==> src/rtl/hstep_pkg.sv <==
`timescale 1ns / 1ps

package hstep_pkg;

   // Number of motors on the bank and number of home sensor bits.
   localparam int MotorCount  = 5;
   localparam int SensorCount = 5;

   // Configuration register defaults.
   localparam logic [7:0] QuarterStepsReset  = 8'd90;
   localparam logic [7:0] HalfTurnStepsReset = 8'd180;
   localparam logic [7:0] OverrunStepsReset  = 8'd10;

   // Eight-phase half-step coil table, bit3 A down to bit0 D.
   localparam logic [3:0] HalfStepTable [8] = '{
      4'h8, 4'hA, 4'h2, 4'h6, 4'h4, 4'h5, 4'h1, 4'h9
   };

   typedef enum logic [0:0] {
      OP_START = 1'b0,
      OP_TICK  = 1'b1
   } opcode_type;

   typedef enum logic [1:0] {
      TURN_NONE        = 2'd0,
      TURN_CW_QUARTER  = 2'd1,
      TURN_CW_HALF     = 2'd2,
      TURN_CCW_QUARTER = 2'd3
   } turn_type;

   typedef enum logic [1:0] {
      CSR_QUARTER_STEPS   = 2'd0,
      CSR_HALF_TURN_STEPS = 2'd1,
      CSR_OVERRUN_STEPS   = 2'd2
   } csr_index_type;

   typedef enum logic [1:0] {
      STAGE_IDLE    = 2'd0,
      STAGE_FIXED   = 2'd1,
      STAGE_SEARCH  = 2'd2,
      STAGE_OVERRUN = 2'd3
   } stage_type;

   typedef struct packed {
      logic [7:0] quarter_steps;
      logic [7:0] half_turn_steps;
      logic [7:0] overrun_steps;
   } cfg_type;

   typedef struct packed {
      logic                   opcode;
      logic [2:0]             face;
      logic [1:0]             turn;
      logic [SensorCount-1:0] sensors;
   } req_type;

   typedef struct packed {
      logic [3:0] coils;
      logic [2:0] motor;
      logic       busy_res;
      logic       done_res;
   } rsp_type;

endpackage

==> src/rtl/hstep_if.sv <==
`timescale 1ns / 1ps

// Input item channel.
interface hstep_req_if;
   logic       valid;
   logic       ready;
   logic       opcode;
   logic [2:0] face;
   logic [1:0] turn;
   logic [4:0] sensors;

   modport source (output valid, output opcode, output face, output turn,
                   output sensors, input ready);
   modport sink   (input valid, input opcode, input face, input turn,
                   input sensors, output ready);
endinterface

// Result item channel.
interface hstep_rsp_if;
   logic       valid;
   logic       ready;
   logic [3:0] coils;
   logic [2:0] motor;
   logic       busy_res;
   logic       done_res;

   modport source (output valid, output coils, output motor, output busy_res,
                   output done_res, input ready);
   modport sink   (input valid, input coils, input motor, input busy_res,
                   input done_res, output ready);
endinterface

// Configuration write channel.
interface hstep_csr_if;
   logic       valid;
   logic       ready;
   logic [1:0] index;
   logic [7:0] data;

   modport source (output valid, output index, output data, input ready);
   modport sink   (input valid, input index, input data, output ready);
endinterface

==> src/rtl/stepper_half_step_homing_sequencer.sv <==
`timescale 1ns / 1ps

// Channel  Modport  Fields                              Handshake
// req      sink     opcode, face, turn, sensors         valid/ready
// rsp      source   coils, motor, busy_res, done_res    valid/ready
// csr      sink     index, data                         valid/ready
//
// One item is taken per cycle while the result is not stalled; a tick's result
// passes through the input register and then the result register.
// A start item updates the move state and gives no result.
// Reset is synchronous and active high; it sets the registers to 90, 180, 10.
// A stalled result holds the result register; the input register still
// takes one more item, then req.ready drops until the result is taken.

module stepper_half_step_homing_sequencer (
   input logic        clock,
   input logic        reset,
   hstep_req_if.sink  req,
   hstep_rsp_if.source rsp,
   hstep_csr_if.sink  csr
);

   hstep_pkg::cfg_type cfg;
   hstep_pkg::req_type req_ff, req_in;
   logic               req_valid_ff, req_valid_in;
   hstep_pkg::rsp_type rsp_ff, rsp_in;
   logic               rsp_valid_ff, rsp_valid_in;
   hstep_pkg::rsp_type core_result;
   logic               core_result_valid;
   logic               advance;

   hstep_csr u_csr (
      .clock (clock),
      .reset (reset),
      .csr   (csr),
      .cfg   (cfg)
   );

   // The held item is processed when the result register has room.
   assign advance   = req_valid_ff && (!rsp_valid_ff || rsp.ready);
   assign req.ready = !req_valid_ff || advance;

   hstep_core u_core (
      .clock        (clock),
      .reset        (reset),
      .enable       (advance),
      .item         (req_ff),
      .cfg          (cfg),
      .result       (core_result),
      .result_valid (core_result_valid)
   );

   // Input register.
   always_comb begin
      req_in       = req_ff;
      req_valid_in = req_valid_ff;
      if (req.valid && req.ready) begin
         req_in.opcode  = req.opcode;
         req_in.face    = req.face;
         req_in.turn    = req.turn;
         req_in.sensors = req.sensors;
         req_valid_in   = 1'b1;
      end else if (advance) begin
         req_valid_in = 1'b0;
      end
   end

   // Result register.
   always_comb begin
      rsp_in       = rsp_ff;
      rsp_valid_in = rsp_valid_ff;
      if (advance && core_result_valid) begin
         rsp_in       = core_result;
         rsp_valid_in = 1'b1;
      end else if (rsp.ready) begin
         rsp_valid_in = 1'b0;
      end
   end

   always_ff @(posedge clock) begin
      if (reset) begin
         req_valid_ff <= 1'b0;
         rsp_valid_ff <= 1'b0;
      end else begin
         req_valid_ff <= req_valid_in;
         rsp_valid_ff <= rsp_valid_in;
      end
   end

   always_ff @(posedge clock) begin
      req_ff <= req_in;
      rsp_ff <= rsp_in;
   end

   assign rsp.valid    = rsp_valid_ff;
   assign rsp.coils    = rsp_ff.coils;
   assign rsp.motor    = rsp_ff.motor;
   assign rsp.busy_res = rsp_ff.busy_res;
   assign rsp.done_res = rsp_ff.done_res;

   // Input is refused only when both registers are full and the result stalls.
   a_ready_cause: assert property (@(posedge clock) disable iff (reset)
      !req.ready |-> req_valid_ff && rsp_valid_ff && !rsp.ready)
      else $error("input refused without a full pipeline");

   // A new result only appears after the held item was processed.
   a_rsp_source: assert property (@(posedge clock) disable iff (reset)
      $rose(rsp_valid_ff) |-> $past(advance))
      else $error("result appeared without processing an item");

   // A held item that was not processed is still held.
   a_req_kept: assert property (@(posedge clock) disable iff (reset)
      req_valid_ff && !advance |=> req_valid_ff)
      else $error("held item was dropped");

endmodule

==> src/rtl/hstep_csr.sv <==
`timescale 1ns / 1ps

module hstep_csr (
   input  logic               clock,
   input  logic               reset,
   hstep_csr_if.sink          csr,
   output hstep_pkg::cfg_type cfg
);

   hstep_pkg::cfg_type cfg_ff;
   hstep_pkg::cfg_type cfg_in;

   // Writes are always taken.
   assign csr.ready = 1'b1;

   // Register decode; an index past the list is dropped.
   always_comb begin
      cfg_in = cfg_ff;
      if (csr.valid) begin
         unique case (hstep_pkg::csr_index_type'(csr.index))
            hstep_pkg::CSR_QUARTER_STEPS:   cfg_in.quarter_steps   = csr.data;
            hstep_pkg::CSR_HALF_TURN_STEPS: cfg_in.half_turn_steps = csr.data;
            hstep_pkg::CSR_OVERRUN_STEPS:   cfg_in.overrun_steps   = csr.data;
            default: ;
         endcase
      end
   end

   always_ff @(posedge clock) begin
      if (reset) begin
         cfg_ff.quarter_steps   <= hstep_pkg::QuarterStepsReset;
         cfg_ff.half_turn_steps <= hstep_pkg::HalfTurnStepsReset;
         cfg_ff.overrun_steps   <= hstep_pkg::OverrunStepsReset;
      end else begin
         cfg_ff <= cfg_in;
      end
   end

   assign cfg = cfg_ff;

endmodule

==> src/rtl/hstep_core.sv <==
`timescale 1ns / 1ps

module hstep_core (
   input  logic               clock,
   input  logic               reset,
   input  logic               enable,
   input  hstep_pkg::req_type item,
   input  hstep_pkg::cfg_type cfg,
   output hstep_pkg::rsp_type result,
   output logic               result_valid
);

   hstep_pkg::stage_type stage_ff, stage_in;
   logic [2:0] phase_ff, phase_in;
   logic [7:0] steps_ff, steps_in;
   logic       reverse_ff, reverse_in;
   logic [2:0] motor_ff, motor_in;

   logic       is_tick;
   logic       start_ok;
   logic       fired;
   logic [hstep_pkg::SensorCount-1:0] sensor_shift;
   logic       fixed_go;
   logic       search_entry;
   logic       over_entry;
   logic [7:0] over_count;
   logic       search_step;
   logic       over_step;
   logic       drive;
   logic       done;
   logic [2:0] table_idx;

   assign is_tick  = (item.opcode == hstep_pkg::OP_TICK);
   assign start_ok = (stage_ff == hstep_pkg::STAGE_IDLE) &&
                     (int'(item.face) < hstep_pkg::MotorCount) &&
                     (item.turn != hstep_pkg::TURN_NONE);

   // A motor without a sensor bit shifts in a zero, which reads as fired.
   assign sensor_shift = item.sensors >> motor_ff;
   assign fired        = !sensor_shift[0];

   // Which parts of the move this tick passes through.
   always_comb begin
      fixed_go     = 1'b0;
      search_entry = 1'b0;
      over_entry   = 1'b0;
      over_count   = cfg.overrun_steps;
      unique case (stage_ff)
         hstep_pkg::STAGE_IDLE: ;
         hstep_pkg::STAGE_FIXED: begin
            fixed_go     = (steps_ff != 8'd0);
            search_entry = (steps_ff == 8'd0);
         end
         hstep_pkg::STAGE_SEARCH: search_entry = 1'b1;
         hstep_pkg::STAGE_OVERRUN: begin
            over_entry = 1'b1;
            over_count = steps_ff;
         end
         default: ;
      endcase
      if (search_entry && fired) begin
         over_entry = 1'b1;
      end
   end

   assign search_step = search_entry && !fired;
   assign over_step   = over_entry && (over_count != 8'd0);
   assign drive       = fixed_go || search_step || over_step;
   assign done        = over_entry && !over_step;

   // Next state.
   always_comb begin
      stage_in   = stage_ff;
      phase_in   = phase_ff;
      steps_in   = steps_ff;
      reverse_in = reverse_ff;
      motor_in   = motor_ff;
      if (enable) begin
         if (!is_tick) begin
            if (start_ok) begin
               motor_in   = item.face;
               reverse_in = (item.turn == hstep_pkg::TURN_CCW_QUARTER);
               steps_in   = (item.turn == hstep_pkg::TURN_CW_HALF) ?
                            cfg.half_turn_steps : cfg.quarter_steps;
               phase_in   = 3'd0;
               stage_in   = hstep_pkg::STAGE_FIXED;
            end
         end else begin
            if (drive) begin
               phase_in = phase_ff + 3'd1;
            end
            if (fixed_go) begin
               steps_in = steps_ff - 8'd1;
               if (steps_ff == 8'd1) begin
                  stage_in = hstep_pkg::STAGE_SEARCH;
               end
            end else if (over_entry) begin
               if (over_step) begin
                  stage_in = hstep_pkg::STAGE_OVERRUN;
                  steps_in = over_count - 8'd1;
               end else begin
                  stage_in = hstep_pkg::STAGE_IDLE;
               end
            end else if (search_entry) begin
               stage_in = hstep_pkg::STAGE_SEARCH;
            end
         end
      end
   end

   always_ff @(posedge clock) begin
      if (reset) begin
         stage_ff   <= hstep_pkg::STAGE_IDLE;
         phase_ff   <= 3'd0;
         steps_ff   <= 8'd0;
         reverse_ff <= 1'b0;
         motor_ff   <= 3'd0;
      end else begin
         stage_ff   <= stage_in;
         phase_ff   <= phase_in;
         steps_ff   <= steps_in;
         reverse_ff <= reverse_in;
         motor_ff   <= motor_in;
      end
   end

   // Outputs: counter-clockwise walks the table backwards.
   assign table_idx = reverse_ff ? ~phase_ff : phase_ff;

   always_comb begin
      result.coils    = drive ? hstep_pkg::HalfStepTable[table_idx] : 4'h0;
      result.motor    = motor_ff;
      result.busy_res = drive;
      result.done_res = done;
      result_valid    = is_tick;
   end

   // At most one step is driven per tick.
   a_one_drive: assert property (@(posedge clock) disable iff (reset)
      $onehot0({fixed_go, search_step, over_step}))
      else $error("more than one step source active");

   // The done tick returns the sequencer to idle.
   a_done_idle: assert property (@(posedge clock) disable iff (reset)
      enable && is_tick && done |=> stage_ff == hstep_pkg::STAGE_IDLE)
      else $error("done tick did not return to idle");

   // A taken start begins at phase zero in the fixed part.
   a_start_load: assert property (@(posedge clock) disable iff (reset)
      enable && !is_tick && start_ok |=>
         stage_ff == hstep_pkg::STAGE_FIXED && phase_ff == 3'd0)
      else $error("start did not load the move");

endmodule

==> src/flat_wrapper.sv <==
// flat-port wrapper written by rule: the top's interface ports become plain ports
module stepper_half_step_homing_sequencer_flat 
  (clock, reset, req_valid, req_opcode, req_face, req_turn, req_sensors, req_ready, rsp_valid, rsp_coils, rsp_motor, rsp_busy_res, rsp_done_res, rsp_ready, csr_valid, csr_index, csr_data, csr_ready);
  hstep_req_if req_i ();
  hstep_rsp_if rsp_i ();
  hstep_csr_if csr_i ();
  input logic clock;
  input logic reset;
  input wire logic [$bits(req_i.valid)-1:0] req_valid;
  input wire logic [$bits(req_i.opcode)-1:0] req_opcode;
  input wire logic [$bits(req_i.face)-1:0] req_face;
  input wire logic [$bits(req_i.turn)-1:0] req_turn;
  input wire logic [$bits(req_i.sensors)-1:0] req_sensors;
  output wire logic [$bits(req_i.ready)-1:0] req_ready;
  output wire logic [$bits(rsp_i.valid)-1:0] rsp_valid;
  output wire logic [$bits(rsp_i.coils)-1:0] rsp_coils;
  output wire logic [$bits(rsp_i.motor)-1:0] rsp_motor;
  output wire logic [$bits(rsp_i.busy_res)-1:0] rsp_busy_res;
  output wire logic [$bits(rsp_i.done_res)-1:0] rsp_done_res;
  input wire logic [$bits(rsp_i.ready)-1:0] rsp_ready;
  input wire logic [$bits(csr_i.valid)-1:0] csr_valid;
  input wire logic [$bits(csr_i.index)-1:0] csr_index;
  input wire logic [$bits(csr_i.data)-1:0] csr_data;
  output wire logic [$bits(csr_i.ready)-1:0] csr_ready;
  assign req_i.valid = req_valid;
  assign req_i.opcode = req_opcode;
  assign req_i.face = req_face;
  assign req_i.turn = req_turn;
  assign req_i.sensors = req_sensors;
  assign req_ready = req_i.ready;
  assign rsp_valid = rsp_i.valid;
  assign rsp_coils = rsp_i.coils;
  assign rsp_motor = rsp_i.motor;
  assign rsp_busy_res = rsp_i.busy_res;
  assign rsp_done_res = rsp_i.done_res;
  assign rsp_i.ready = rsp_ready;
  assign csr_i.valid = csr_valid;
  assign csr_i.index = csr_index;
  assign csr_i.data = csr_data;
  assign csr_ready = csr_i.ready;
  stepper_half_step_homing_sequencer u_core (.clock(clock), .reset(reset), .req(req_i), .rsp(rsp_i), .csr(csr_i));
endmodule
==> config.mk <==
export PLATFORM = sky130hd
export DESIGN_NAME = stepper_half_step_homing_sequencer_flat
export DESIGN_NICKNAME = d
export VERILOG_FILES = /design/src/rtl/hstep_pkg.sv /design/src/rtl/hstep_if.sv /design/src/rtl/stepper_half_step_homing_sequencer.sv /design/src/rtl/hstep_csr.sv /design/src/rtl/hstep_core.sv /design/src/flat_wrapper.sv
export SDC_FILE = /design/constraint.sdc
export NUM_CORES = 1
export LEC_CHECK = 0
export ABC_CLOCK_PERIOD_IN_PS = 4100
export BUFFER_PORTS_ARGS = -buffer_cell sky130_fd_sc_hd__buf_2
export CAP_MARGIN = 20
export CORE_ASPECT_RATIO = 0.7
export CORE_MARGIN = 3
export CORE_UTILIZATION = 30
export DETAILED_ROUTE_END_ITERATION = 8
export HOLD_SLACK_MARGIN = 0.05
export MAX_ROUTING_LAYER = met4
export PLACE_DENSITY_LB_ADDON = 0.1
export SYNTH_ARGS = -nofsm -noshare
export SYNTH_HDL_FRONTEND = slang
export SYNTH_HIERARCHICAL = 1
export SYNTH_SLANG_ARGS = --single-unit
==> constraint.sdc <==
create_clock -name clock -period 4.1 [get_ports clock]
set_clock_uncertainty 0.05 [all_clocks]
set_input_delay 0.41 -clock clock [delete_from_list [all_inputs] [get_ports clock]]
set_output_delay 0.41 -clock clock [all_outputs]
set_load 0.005 [all_outputs]
After elaboration in Yosys (flattened, before gate mapping)
Memories as Yosys holds them, arrays and structs flattened. A register that Yosys moved wholly into a read port is not among the register bits.
Index checks and enable logic that the tools add are counted.
- ROM bits: 32
- output and inout bits: 12
- memories kept: 1
- word-level logic and storage cells: 99
- bits of input ports: 26
- register bits after elaboration: 59
- memories (memory ; words ; bits a word ; read ports ; clocked after Yosys merged registers in ; wr ports ; line ; source):
    (name not given) ; 8 ; 4 ; 1 ; 1 ; 0 ; hstep_core.sv:131 ; result.coils = drive ? hstep_pkg::HalfStepTable[table_idx] : 4'h0;
- shift operators: 1
- equal/unequal tests: 13
- $lt $le $gt $ge: 1
- reductions and logical operators: 34
- add/subtract/negate cells: 3
- muxes and demuxes: 26
- bitwise operators: 3
- operator list (cell ; number):
    $mux W8 ; 7
    $reduce_bool A8 Y1 ; 2
    $sub A8 B1 Y8 const B ; 2
    $mux W2 ; 7
    $mux W3 ; 4
    $eq A2 B2 Y1 const B ; 5
    $logic_and A1 B1 Y1 ; 9
    $ne A3 B3 Y1 const B ; 3
    $eq A8 B1 Y1 const B ; 1
    $logic_not A8 Y1 ; 1
    $reduce_and A4 Y1 ; 2
    $reduce_bool A2 Y1 ; 4
    $mux W1 ; 7
    $reduce_and A2 Y1 ; 3
    $reduce_and A3 Y1 ; 2
    $logic_not A1 Y1 ; 5
    $shr A5 B3 Y1 ; 1
    $eq A2 B1 Y1 const B ; 2
    $logic_not A2 Y1 ; 2
    $logic_or A1 B1 Y1 ; 4
    $ne A4 B4 Y1 const B ; 1
    $not A3 Y4 ; 1
    $add A3 B1 Y3 const B ; 1
    $lt A3 B3 Y1 const B ; 1
    other kinds (4) ; 4

Longest topological paths before layout
- depth in word-level cells: 9
- mapped depth: 11
- gate-level depth less buffers: 8

Modules after synthesis
The synthesis kept the hierarchy.
- modules (own cells, without submodules) (module ; seq. area each (µm²) ; instances ; cells an instance ; area each (µm²)):
    hstep_core ; 340.3 ; 1 ; 239 ; 1851.8
    hstep_csr ; 480.5 ; 1 ; 101 ; 1014.7
    stepper_half_step_homing_sequencer ; 640.6 ; 1 ; 31 ; 703.2

Worst setup path before layout
Ideal clock, no wire load.
- path kind: register -> register
- start point: reg u_core.u_core.stage_ff[1]
- end point: reg u_core.rsp_ff, in the netlist u_core/rsp.busy_res, data pin
- arrival: 2.717 ns
- buffers on the path: 4
- stages on the path, launching flop included: 12
- setup time: 0.251 ns
- required time: 3.799 ns
- clock period less this slack: 3.018 ns
- setup slack: 1.082 ns
- path through: dfxtp_1 > ha_1 > buf_4 > clkbuf_1 > mux2i_1 > ha_1 > or4b_1 > clkbuf_1 > o22a_1 > nor2_1 > inv_1 > buf_4
- word-level cells in the longest chain between the ends: 6
- elaborated cells between the ends (all ways): 14
- ends and longest elaborated chain (item ; line ; source):
    from (decl) ; hstep_core.sv:13 ; hstep_pkg::stage_type stage_ff, stage_in;
    from (signal assigned) ; hstep_core.sv:113 ; stage_ff <= hstep_pkg::STAGE_IDLE;
    from (signal assigned) ; hstep_core.sv:119 ; stage_ff <= stage_in;
    $eq A2 B2 Y1 / $eq A2 B1 Y1 (equally long branches) ; hstep_core.sv:48 ; unique case (stage_ff)
    $pmux W1 S2 ; hstep_core.sv:48 ;
    $logic_and A1 B1 Y1 ; hstep_core.sv:61 ; if (search_entry && fired) begin
    $mux W1 ; hstep_core.sv:61 ;
    $logic_and A1 B1 Y1 ; hstep_core.sv:67 ; assign over_step = over_entry && (over_count != 8'd0);
    $logic_or A1 B1 Y1 (*) ; hstep_core.sv:68 ; assign drive = fixed_go || search_step || over_step;
    named net u_core.u_core.drive ; hstep_core.sv:29 ; logic drive;
    to (signal assigned) ; stepper_half_step_homing_sequencer.sv:92 ; rsp_ff <= rsp_in;
    to (decl) ; stepper_half_step_homing_sequencer.sv:26 ; hstep_pkg::rsp_type rsp_ff, rsp_in;
Mark *: on every way through the listed nets, which the timed path passes. The rest lies on a longest branch.
A chain may end at the register's enable or synchronous reset.

Final worst setup path
- start point: reg u_core.u_core.stage_ff[1]
- end point: reg u_core/rsp.coils[1] (netlist name)
- word-level cells in the longest chain between the ends: 7
- elaborated cells between the ends (all ways): 15
- ends and longest elaborated chain (item ; line):
    $eq A2 B2 Y1 / $eq A2 B1 Y1 (equally long branches) ; hstep_core.sv:48
    $pmux W1 S2 ; hstep_core.sv:48
    $logic_and A1 B1 Y1 ; hstep_core.sv:61
    $mux W1 ; hstep_core.sv:61
    $logic_and A1 B1 Y1 ; hstep_core.sv:67
    $logic_or A1 B1 Y1 (*) ; hstep_core.sv:68
    $logic_not A1 Y1 (no line) (*) ; --
Mark *: on every way between the ends. The rest lies on a longest branch, timed or not.

==> summary.md <==
| Metric | Value |
|---|---|
| Share of total power in sequential cells | `40.9%` |
| Achievable Freq | `roughly 0.31 GHz` |
| Worst path max stage delay | `0.67 ns` |
| Initial core utilization | `between 30% and 40%` |
| Total leakage power | `approximately 1.6 nW` |
| Power Density | `~410 nW/um2` |
| All-layer global routing usage | `~15%` |
| Reported max-cap violation count | `0` |
| Global placement routability congestion | `roughly 0.9` |
| Per-cell via count in the routed design | `5.10` |
| Series of cell instances along the critical path | `ha_1 > mux2i_1 > ha_1 > or4b_1 > o22a_1 > nor2_1 > nor2_1` |
| Final setup violation count | `0` |
| Area used by multi-input combinational logic | `a little under 2000 um2` |
| Transition time at the pin with the least slew margin | `about 0.9 ns` |
| Worst Hold Launch | `req_opcode` |
| Master of the slowest instance on the critical path | `ha_1` |
| Via total after detailed routing | `about 2,800` |
| Worst hold path type | `input port to register` |
| Synthesized net count | `approximately 400` |
| Aggregate global routing overflow | `0` |
| Storage cell area | `about 1500 um2` |
| Detailed Route Iter0 Violations | `192` |
| P&R area growth vs syn | `16.1%` |
| H-Tree Level Count | `3` |
| Post-placement cell count | `about 540` |
| Final #Nets | `430` |
| Share of power burned in the clock network | `48.5%` |
| Leading cell type in the layout, fill and taps excluded | `dfxtp_1` |
| Antenna violations before repair | `0` |
| Max VDD drop | `between 150 and 200 uV` |
| Drt pass-1 iters | `4` |
| Launching element type of the critical path | `register` |
| Number of buffers created by CTS | `9` |
| Remaining number of nets flagged by the antenna check after routing | `0` |
| Buffers on Ports | `36` |
| Mean cell area of the mapped netlist | `between 9 and 10 um2` |
| Arrival time reported for the critical path endpoint | `between 3 and 4 ns` |
| Number of enable-type register cells in the synthesized netlist | `20` |
| CP Class | `register to register` |
| Switching power of the nets | `between 0.0004 and 0.0005 W` |
| Global-route wire length before repair | `about 15 mm` |
| Synthesized area | `approximately 3600 um2` |
| Busiest layer in global routing | `met1` |
| CTS clk-pin slew, worst paths | `around 0.060 ns` |
| Post-synthesis sequential element count | `63` |
| Final Util | `36.7%` |
| Slew Viols, Final | `0` |
| Number of setup buffers added after CTS | `0` |
| Max_slew headroom | `38.9%` |
| Internal power | `between 0.001 and 0.0015 W` |
| Antenna diodes | `0` |
| Global Route met2 Usage | `17.0%` |
| Number of placed I/O pins | `38` |
| Yosys warning total | `6` |
| Number of clock sinks | `63` |
| Pin count of the biggest net entering global routing | `between 50 and 60` |
| Total count of hold-check failures in the final report | `0` |
| Die extent in x | `between 100 and 150 um` |
| Worst-skew pair later-pin latency | `0.34 ns` |
| Gate Count Post-Synth | `roughly 370` |
| First element of the critical path | `u_core/u_core/stage_ff[1]$_SDFFE_PP0P_` |
| Final worst slack | `between 0.8 and 0.9 ns` |
| Average wire length per cell after detail routing | `between 15 and 20 um` |
| Total length of routed wires | `between 9 and 10 mm` |
| Post-Place Setup Slack | `between 0.8 and 0.9 ns` |
| Combined buffer and inverter count along the critical path | `0` |
| Remaining design rule violation count | `0` |
| Ys async rst share | `0%` |
| Die Ht | `around 97 um` |
| TritonCTS clock tree | `built` |
| Kind of cell adding the most delay to the critical path | `simple AND/OR/NAND/NOR gates` |
| Switching power as a share of total power | `24.7%` |
| Most frequent cells in the layout | `43 x dfxtp_1, 41 x mux2i_1, 41 x nor2_1` |
| CP required | `about 4.1 ns` |
| Count of hold buffers inserted by post-cts repair | `0` |
| Met1 Track Usage GR | `between 20% and 30%` |
| Worst-path maximum fanout | `18` |
| Core ar. | `between 10,000 and 15,000 um2` |
| Final cell count without fillers | `553` |
| Run status | `complete, no violations` |
| Max clock buf depth | `2` |
| Number of library cell types mapped by synthesis | `66` |
| Startpoint of the worst register-to-register path | `u_core/u_core/stage_ff[1]$_SDFFE_PP0P_` |
| Unrepaired setup endpoints after global routing | `no` |
| Number of standard-cell rows in the floorplan | `32` |
| Worst Setup End Kind | `register` |
| Fraction of power consumed by combinational cells | `a little over a tenth` |
| Post-route setup TNS | `0 ns` |
| Share of the clock period used by the worst path | `78.6%` |
| Number of inserted filler cells in the final layout | `approximately 1,200` |
| Part of the Yosys area used for sequential elements | `about two fifths` |
| Final Critical Period | `roughly 3.2 ns` |
| Resize count post-CTS | `0` |
| Most instantiated flip-flop cell in the synthesis netlist | `dfxtp_1` |
| CTS root buf | `clkbuf_16` |
| DP HPWL | `6.58 mm` |
| Vias in the first global route | `2,654` |
| Die Area | `13,300 um2` |
| Share of post-route cells with drive strength above 1 | `approximately 18%` |
| Worst slack on hold paths | `around 0.2 ns` |
| M3 GR Usage | `5.23%` |
==> metal layers <==
layer | up-vias | part of all wire (%)
met5 | - | 0
met4 | 0 | 1.5
met3 | 12 | 7.1
met2 | 90 | 38
met1 | 1314 | 54
li1 | 1404 | -
==> area by class of cell <==
type	count	area share [%]
Inverter	11	0.997
Sequential cell	63	35.3
Clock inverter	7	2.33
Timing Repair Buffer	39	4.89
Clock buffer	9	5.44
Multi-Input combinational cell	271	46.5
Tap cell	153	4.62
==> power by group through the flow <==
| stage | Combinational [W] | Clock [W] | Sequential [W] |
|---|---|---|---|
| floorplan | 0.000134 | 0 | 0.000694 |
| global placement | 0.000180 | 0 | 0.000705 |
| detailed placement | 0.000179 | 0 | 0.000705 |
| CTS | 0.000180 | 0.000842 | 0.000692 |
| global route | 0.000199 | 0.000870 | 0.000696 |
| finish | 0.000180 | 0.000822 | 0.000692 |
==> worst reg2reg max path, stage by stage (launching register included) <==
cell and delay (ns):
dfxtp_1 0.38, ha_1 0.67, mux2i_1 0.39, ha_1 0.22, or4b_1 0.61, o22a_1 0.28
nor2_1 0.28, nor2_1 0.09
==> metrics by stage <==
step,instance area [um2],total power (W)
after floorplan,3570,0.000828
after global placement,3820,0.000885
after detailed placement,3820,0.000884
after CTS,4140,0.00171
after global routing,4140,0.00176
final,4140,0.00169
==> cells in the mapped netlist (2+ instances only) <==
| cell type | number | area share (%) |
|---|---|---|
| dfxtp_1 | 43 | 24 |
| mux2i_1 | 41 | 11 |
| nor2_1 | 41 | 4.3 |
| nand2b_1 | 25 | 4.4 |
| a21oi_1 | 24 | 3.4 |
| edfxtp_1 | 20 | 17 |
| clkbuf_1 | 14 | 1.5 |
| inv_1 | 11 | 1.2 |
| o21ai_0 | 11 | 1.5 |
| nor3_1 | 10 | 1.4 |
| ha_1 | 9 | 3.2 |
| nand2_1 | 8 | 0.84 |
| nand3_1 | 6 | 0.84 |
| a31oi_1 | 5 | 0.88 |
| buf_4 | 5 | 1.1 |
| nor3b_1 | 5 | 1.1 |
| nor4_1 | 5 | 0.88 |
| o211ai_1 | 5 | 1.1 |
| o21a_1 | 5 | 1.1 |
| xnor2_1 | 5 | 1.2 |
| nor2b_1 | 4 | 0.70 |
| o31ai_1 | 4 | 0.84 |
| buf_2 | 3 | 0.42 |
| buf_6 | 3 | 0.95 |
| mux2_2 | 3 | 0.95 |
| nand3b_1 | 3 | 0.63 |
| o41ai_1 | 3 | 0.74 |
| xor2_1 | 3 | 0.74 |
| a211oi_2 | 2 | 0.70 |
| and2_1 | 2 | 0.35 |
| and3_1 | 2 | 0.35 |
| and3b_2 | 2 | 0.56 |
| o21ai_1 | 2 | 0.28 |
| o221ai_1 | 2 | 0.49 |
| o22ai_1 | 2 | 0.35 |
| o311ai_0 | 2 | 0.49 |
| or3_1 | 2 | 0.35 |
==> kinds of logic after synthesis <==
logic type	share of synthesized area, %
compound gates	17.1
xor+xnor	1.96
fa+ha+maj	3.15
buf+inv	5.15
flops	40.9
mux	12.4
other cells	0.105
simple gates	19.2
==> state kept, by name (all words and copies together) (netlist names) <==
name,cells
u_core/u_csr/cfg,24
u_core/req_ff,11
u_core/u_core/steps_ff,8
u_core/rsp.coils,4
u_core/rsp.motor,3
u_core/u_core/motor_ff,3
u_core/u_core/phase_ff,3
u_core/u_core/stage_ff,2
u_core/req_valid_ff,1
u_core/rsp.busy_res,1
u_core/rsp.done_res,1
u_core/rsp.valid,1
u_core/u_core/reverse_ff,1
==> final timing paths <==
path,slack (ns),depth (start not counted),endpoint
min reg2reg,0.42,2,u_core/u_csr/cfg[14]$_SDFFE_PP0P_
max reg2reg,0.88,7,u_core/rsp.coils[1]$_DFFE_PP_
min,0.20,1,u_core/req_ff[10]$_DFFE_PP_
max,0.88,7,u_core/rsp.coils[1]$_DFFE_PP_
No activity file was read; power rests on OpenSTA's default activity.
